<file path="src/rtl/cjm_pkg.sv">
// shared types and constants for the complex 2x2 matrix unit
// no dependencies; imported by the divider and the top level
package cjm_pkg;

    typedef enum logic [2:0] {
        ST_IDLE,
        ST_ISSUE,
        ST_ACC,
        ST_WRITE,
        ST_DIVS,
        ST_DIVW,
        ST_DONE
    } state_t;

    typedef enum logic [2:0] {
        PH_PROD,
        PH_TRI1,
        PH_TRI2,
        PH_DET,
        PH_NORM,
        PH_NUM
    } phase_t;

    localparam logic [3:0] CMD_AB      = 4'd0;
    localparam logic [3:0] CMD_ABT     = 4'd1;
    localparam logic [3:0] CMD_ABH     = 4'd2;
    localparam logic [3:0] CMD_ACC_AB  = 4'd3;
    localparam logic [3:0] CMD_ACC_ABT = 4'd4;
    localparam logic [3:0] CMD_ACC_ABH = 4'd5;
    localparam logic [3:0] CMD_ACC_AHB = 4'd6;
    localparam logic [3:0] CMD_ABCH    = 4'd7;
    localparam logic [3:0] CMD_INV     = 4'd8;

    typedef struct packed {
        logic done;
        logic ovf;
    } div_stat_t;

    // transpose of a 2x2 element index swaps row and column
    function automatic logic [1:0] swap_idx(input logic [1:0] i);
        return {i[0], i[1]};
    endfunction

endpackage

</file>
<file path="src/rtl/cjm_div.sv">
// restoring divider, one quotient bit per cycle, rounded to nearest
// depends on cjm_pkg for the status struct
module cjm_div #(
    parameter int NW = 93,
    parameter int DW = 69,
    parameter int QB = 33
) (
    input  logic               clk,
    input  logic               rst_n,
    input  logic               start,
    input  logic [NW-1:0]      num,
    input  logic [DW-1:0]      den,
    output cjm_pkg::div_stat_t stat,
    output logic [QB:0]        quot
);
    import cjm_pkg::*;

    localparam int CW = $clog2(QB + 1);

    logic          busy_reg, busy_next;
    logic          fin_reg, fin_next;
    logic [CW-1:0] cnt_reg, cnt_next;
    div_stat_t     stat_reg, stat_next;
    logic [DW-1:0] rem_reg;
    logic [QB-1:0] low_reg;
    logic [QB-1:0] q_reg;
    logic [QB:0]   quot_reg;

    logic [DW:0]   sh;
    logic [DW:0]   den_x;
    logic          ge;
    logic [DW-1:0] hi_ext;
    logic          round_up;

    always_comb
    begin
        sh       = {rem_reg, low_reg[QB-1]};
        den_x    = {1'b0, den};
        ge       = (sh >= den_x);
        hi_ext   = DW'(num[NW-1:QB]);
        round_up = ({rem_reg, 1'b0} >= den_x);
    end

    always_comb
    begin
        busy_next      = busy_reg;
        fin_next       = 1'b0;
        cnt_next       = cnt_reg;
        stat_next      = stat_reg;
        stat_next.done = 1'b0;
        if (start)
        begin
            busy_next     = 1'b1;
            cnt_next      = CW'(QB);
            // quotient too large for the result width
            stat_next.ovf = ({1'b0, hi_ext} >= den_x);
        end
        else if (busy_reg)
        begin
            cnt_next = cnt_reg - CW'(1);
            if (cnt_reg == CW'(1))
            begin
                busy_next = 1'b0;
                fin_next  = 1'b1;
            end
        end
        else if (fin_reg)
        begin
            stat_next.done = 1'b1;
        end
    end

    always_ff @(posedge clk or negedge rst_n)
    begin
        if (!rst_n)
        begin
            busy_reg <= 1'b0;
            fin_reg  <= 1'b0;
            cnt_reg  <= '0;
            stat_reg <= '0;
        end
        else
        begin
            busy_reg <= busy_next;
            fin_reg  <= fin_next;
            cnt_reg  <= cnt_next;
            stat_reg <= stat_next;
        end
    end

    always_ff @(posedge clk)
    begin
        if (start)
        begin
            rem_reg <= hi_ext;
            low_reg <= num[QB-1:0];
            q_reg   <= '0;
        end
        else if (busy_reg)
        begin
            rem_reg <= ge ? DW'(sh - den_x) : sh[DW-1:0];
            low_reg <= {low_reg[QB-2:0], 1'b0};
            q_reg   <= {q_reg[QB-2:0], ge};
        end
        if (fin_reg)
        begin
            quot_reg <= (QB+1)'(q_reg) + (QB+1)'(round_up);
        end
    end

    assign stat = stat_reg;
    assign quot = quot_reg;

endmodule

</file>
<file path="config.mk">
export PLATFORM = sky130hd
export DESIGN_NAME = cjm_div
export DESIGN_NICKNAME = d
export VERILOG_FILES = /design/src/rtl/cjm_pkg.sv /design/src/rtl/cjm_div.sv
export SDC_FILE = /design/constraint.sdc
export NUM_CORES = 1
export LEC_CHECK = 0
export BUFFER_PORTS_ARGS = -buffer_cell sky130_fd_sc_hd__buf_2
export CORE_UTILIZATION = 59
export CTS_CLUSTER_DIAMETER = 120
export DETAILED_ROUTE_END_ITERATION = 10
export PLACE_DENSITY = 0.82
export SLEW_MARGIN = 20
export SYNTH_ARGS = -nofsm -noshare
export SYNTH_HDL_FRONTEND = slang
export SYNTH_SLANG_ARGS = --single-unit
</file>
<file path="constraint.sdc">
create_clock -name clk -period 5.1 [get_ports clk]
set_clock_uncertainty 0.15 [all_clocks]
set_input_delay 0.51 -clock clk [delete_from_list [all_inputs] [get_ports clk]]
set_output_delay 0.51 -clock clk [all_outputs]
set_load 0.02 [all_outputs]
</file>
Word level (Yosys, flattened, before mapping)
Cells that the tools add are included.
{ "totals": {"mem_bits_ro": 0, "latchBits": 0, "ram_bits": 0, "out_inout_bits": 36, "memories": 0, "reg_bits": 179} }
{ "classes": {"muxes": 16, "n_div": 0, "mul": 0, "reduce_logical": 1, "add_sub_neg": 3, "magnitude_cmp": 3, "n_eq_ne": 1, "shift": 0, "bitwise_logic": 0} }
{ "ops": {"columns": ["cell", "n"], "rows": [
  ["70-bit by 69-bit >= comparator with 1-bit output", 2],
  ["60-bit 2-to-1 mux", 2],
  ["60-bit by 69-bit >= comparator with 1-bit output", 1],
  ["69-bit 2-to-1 mux", 1],
  ["69-bit subtractor", 1],
  ["33-bit 2-to-1 mux", 2],
  ["33-bit by 1-bit adder with 34-bit output", 1],
  ["6-bit 2-to-1 mux", 2],
  ["1-bit 2-to-1 mux", 9],
  ["6-bit by 1-bit equality test with 1-bit output, second input constant", 1],
  ["6-bit by 1-bit subtractor with 6-bit output, second input constant", 1],
  ["2-bit nonzero test", 1]
]} }

Depth between registers and ports, before layout
{ "depth": {"word_depth": 4, "ltp_mapped": 20, "mapped_depth_nobuf": 19} }

Least setup slack after synthesis
Ideal clock, no wire load.
{ "synth_timing": {"kind": "input -> register", "startpoint": "input port den[67]", "endpoint": "register quot_reg[31] (netlist: quot[31]), data pin", "n_path_buf": 1, "slack_ns": 0.941, "arrival_ns": 3.751, "path_stages": 19, "path_cell_list": "inv_1 -> ha_1 -> buf_2 -> nand4_4 -> nor3b_2 -> nand3_1 -> or2_4 -> o311a_1 -> nand2_1 -> ha_1 -> and3_1 -> nand2_1 -> nor3_1 -> and4_1 -> and4_1 -> nand2_1 -> nor2_1 -> nand4_1 -> xnor2_1"} }
{ "synth_via": {"elab_chain_cells": 2} }
{ "synth_lines": {"columns": ["item", "line", "text"], "rows": [
  ["start, declared", "cjm_div.sv:12", "input logic [DW-1:0] den,"],
  ["70-bit by 69-bit >= comparator with 1-bit output", "cjm_div.sv:41", "round_up = ({rem_reg, 1'b0} >= den_x);"],
  ["33-bit by 1-bit adder with 34-bit output", "cjm_div.sv:107", "quot_reg <= (QB+1)'(q_reg) + (QB+1)'(round_up);"],
  ["end signal, assigned", "cjm_div.sv:107", null],
  ["end, declared", "cjm_div.sv:27", "logic [QB:0] quot_reg;"]
]} }
No other way between the ends.
A chain may end at the register's enable or synchronous reset.

Worst setup path after layout
{ "layout_timing": {"startpoint": "register rem_reg[64]", "endpoint": "register quot_reg[31] (netlist: quot[31]), data pin"} }
{ "layout_via": {"elab_chain_cells": 2} }
{ "layout_lines": {"columns": ["item", "line", "text"], "rows": [
  ["start, declared", "cjm_div.sv:24", "logic [DW-1:0] rem_reg;"],
  ["start signal, assigned", "cjm_div.sv:95", "rem_reg <= hi_ext;"],
  ["start signal, assigned", "cjm_div.sv:101", "rem_reg <= ge ? DW'(sh - den_x) : sh[DW-1:0];"],
  ["70-bit by 69-bit >= comparator with 1-bit output", "cjm_div.sv:41", null],
  ["33-bit by 1-bit adder with 34-bit output", "cjm_div.sv:107", null]
]} }
No other way between the ends.

==> flow_summary_export.csv <==
group,metric,value,unit
outcome,status,"finished, final reports clean",
synthesis,syn_nets,1883,
power_and_ir_drop,p_per_area,517,mW/mm^2
detailed_routing,via_count,12600,
critical_path,critical_path_class,"reg2reg",
cts,clk_pin_slew_worst_paths,80,ps
placed_design,post-place-cells,2048,
timing,period_share,0.924,
power_and_ir_drop,total_power,8.38,mW
synthesis,synth_seq_area_share,0.341,
timing,fmaxAchievable,212,MHz
global_route,grtUsageTotal,0.299,
detailed_routing,ant_nets,0,
timing,setup_ws,387,ps
synthesis,synthDistinctLibCells,84,
timing,worstMarginPinSlew,1050,ps
global_route,grt_max_degree,94,
detailed_routing,via_per_inst,6.02,
job,drv_cap,0,
cts,cts_setup_buffers,0,
detailed_routing,drc_errors,0,
die,coreArea,0.0237,mm^2
critical_path,cp-start-kind,"flop",
timing,hold_violations,0,
die,die_h,158,um
global_route,first_global_vias,12000,
critical_path,cp.arrival,4750,ps
timing,period_needed,4710,ps
detailed_routing,avgRoutedWirePerCell,17.6,um
power_and_ir_drop,p_comb_frac,0.562,
final_layout,fin_util,0.684,
final_layout,syn2layout_area_growth,12.7,%
placed_design,portBuffers,200,
placed_design,pre_cts_slack,122,ps
die,rows,56,
power_and_ir_drop,p_clk_frac,0.168,
power_and_ir_drop,seq_power_share,0.270,
global_route,grt_pass1_wl,58700,um
synthesis,syn_inst,1584,
timing,max_slew_margin,0.302,
synthesis,ys_ff_latch,179,
global_route,overflow,0,
power_and_ir_drop,power.switching,3.73,mW
critical_path,endpoint_kind,"flop",
final_layout,drive_gt1_frac,0.205,
critical_path,slowest_delay,510,ps
final_layout,final_cell_area,0.0162,mm^2
timing,fin_hold_ws,200,ps
synthesis,synth_flop_cell,"edfxtp_1",
placed_design,place_area,0.0156,mm^2
timing,tns,0,ps
cts,clk_latency,450,ps
critical_path,path_common_cell,"nand2_1",
final_layout,nNetsFinal,2048,
power_and_ir_drop,p_int,4.65,mW
detailed_routing,dr.pass1.iters,6,
die,design.portCount,201,
final_layout,layout_commonest_cell,"buf_2",
critical_path,r2r_start,"rem_reg[64]",
detailed_routing,first_iter_violations,810,
synthesis,syn_area_per_cell,9.08,um^2
timing,slew_violations,0,
critical_path,path_cells,"ha_1 > nand4_4 > nor3b_2 > nand3_1 > or2_4 > o311a_1 > nand2_1 > ha_1 > and3_1 > nand2_1 > nor3_1 > and4_1 > and4_1 > nand2_1 > nor2_1 > nand4_1 > xnor2_1",
timing,grt_setup_unrepaired,"false",
synthesis,synthArstFlopShare,0.0559,
final_layout,fillers,1878,
critical_path,crit_slowest_cell,"ha_1",
cts,clk_path_buf_depth,2,
final_layout,layout.cells.non_filler,2086,
power_and_ir_drop,ir_drop,0.000334,V
cts,htree_num_levels,4,
detailed_routing,routed_wl,36700,um
min_path,hp-class,"in2reg",
die,initial_core_util,0.607,
min_path,min_from,"num[0]",
placed_design,hpwlAfterDp,28300,um
die,fp.dieW,158,um
timing,finalSetupViolations,0,
cts,cts_tree,"done",
power_and_ir_drop,p_sw_frac,0.445,
cts,cts_sinks,179,
final_layout,most-common-layout-cells,"199 x buf_2, 148 x nand2_1, 133 x ha_1, 127 x edfxtp_1, 125 x nor2_1",
die,die-area,0.0250,mm^2
critical_path,crit_fanout,10,
synthesis,yosysWarnings,0,
critical_path,critPathLaunch,"rem_reg[64]",
cts,numCtsBuffers,17,
power_and_ir_drop,p_leak,7.44,nW
synthesis,syn_area,0.0144,mm^2
critical_path,crit_required,5140,ps
final_layout,largest_reg_flops,69,
global_route,antenna_found_initial,6,
cts,clockRootBuffer,"clkbuf_16",
synthesis,synth_edf_count,127,
placed_design,gp_congestion,0.988,
## critical path: cells and delay by family, from the launching register on
kind	cells	cell delay, ps
fa+ha+maj	2	690
xor+xnor	1	150
compound gates	1	380
simple gates	13	2760
flops	1	330
## path summary, 6_finish.rpt
check | endpoint | slack (ps) | cells after the start
setup / recovery | quot[31] | 390 | 17
max in group asynchronous | busy_reg | 4260 | 2
min in group asynchronous | stat[1] | 320 | 2
hold / removal | low_reg[0] | 200 | 2
setup reg to reg | quot[31] | 390 | 17
hold reg to reg | rem_reg[61] | 370 | 2
## routing by layer
layer / global-route usage / vias up / part of all wire
met5: 0 / - / 0.00022
met1: 0.392 / 5901 / 0.43
met2: 0.498 / 492 / 0.47
met3: 0.0575 / 60 / 0.081
li1: - / 6097 / -
met4: 0.0920 / 2 / 0.021
## what timing repair did
action                                 in CTS  in global routing
resized for setup                           0                  0
hold buffers                                1                  0
endpoints found under the hold margin      10                  0
## power groups by stage
stage | clock network [mW] | logic (mW) | registers (mW)
after global routing | 1.46 | 5.19 | 2.31
after floorplan | 0 | 3.65 | 2.24
final | 1.40 | 4.71 | 2.26
after CTS | 1.42 | 4.62 | 2.26
after detailed placement | 0 | 4.58 | 2.28
after global placement | 0 | 4.49 | 2.27
## cells in the mapped netlist, types with 3 or more instances
cell type | instances | area [um^2]
edfxtp_1 | 127 | 3810
o21bai_1 | 20 | 150
and2_1 | 9 | 56.3
dfrtp_1 | 10 | 250
a41oi_1 | 4 | 35.0
a221o_1 | 3 | 30.0
buf_4 | 4 | 30.0
nor4_1 | 11 | 68.8
o21a_1 | 14 | 105
xor2_1 | 39 | 342
buf_1 | 8 | 30.0
inv_1 | 114 | 428
nand2b_1 | 15 | 93.8
and3_1 | 19 | 119
xnor2_1 | 53 | 464
o21ai_1 | 33 | 165
o211ai_1 | 7 | 52.6
and4_1 | 8 | 70.1
nand3_1 | 26 | 130
a21oi_1 | 115 | 576
buf_2 | 31 | 155
nor3_1 | 19 | 95.1
nor2b_1 | 15 | 93.8
a21oi_2 | 7 | 61.3
clkbuf_1 | 24 | 90.1
ha_1 | 133 | 1660
mux2_2 | 74 | 833
nor2_1 | 125 | 469
o21ai_0 | 70 | 350
o221ai_1 | 4 | 35.0
dfxtp_1 | 42 | 841
o31ai_1 | 4 | 30.0
o22ai_1 | 3 | 18.8
a211oi_1 | 22 | 165
a221oi_1 | 8 | 70.1
buf_6 | 9 | 101
or3_1 | 6 | 37.5
a31oi_1 | 19 | 119
nand4_1 | 40 | 250
mux2i_1 | 43 | 430
a211o_1 | 4 | 35.0
a21o_1 | 43 | 323
nand2_1 | 148 | 556
a21boi_0 | 3 | 22.5
## layout make-up
class / instances / area (um^2) / share of cell area
Inverter: 114 / 429 / 0.0265
Antenna cell: 5 / 12.5 / 0.000772
Tap cell: 319 / 399 / 0.0246
Clock inverter: 15 / 206 / 0.0127
Sequential cell: 179 / 4910 / 0.303
Timing Repair Buffer: 222 / 1190 / 0.0733
Multi-Input combinational cell: 1215 / 8640 / 0.533
Clock buffer: 17 / 425 / 0.0262
## cell families (layout without fill, tap and decap cells)
logic type               after synthesis  in the layout  share of synthesized area
AO/OA/AOI/OAI                        409            409                      0.182
multiplexers                         120            120                     0.0908
buffers and inverters                190            368                     0.0581
XOR/XNOR                              92             92                     0.0560
AND/OR/NAND/NOR                      460            460                      0.155
other                                  0              5                          0
flip-flops                           179            179                      0.341
adder cells (fa/ha/maj)              134            134                      0.117
(Power assumes the default switching activity.)
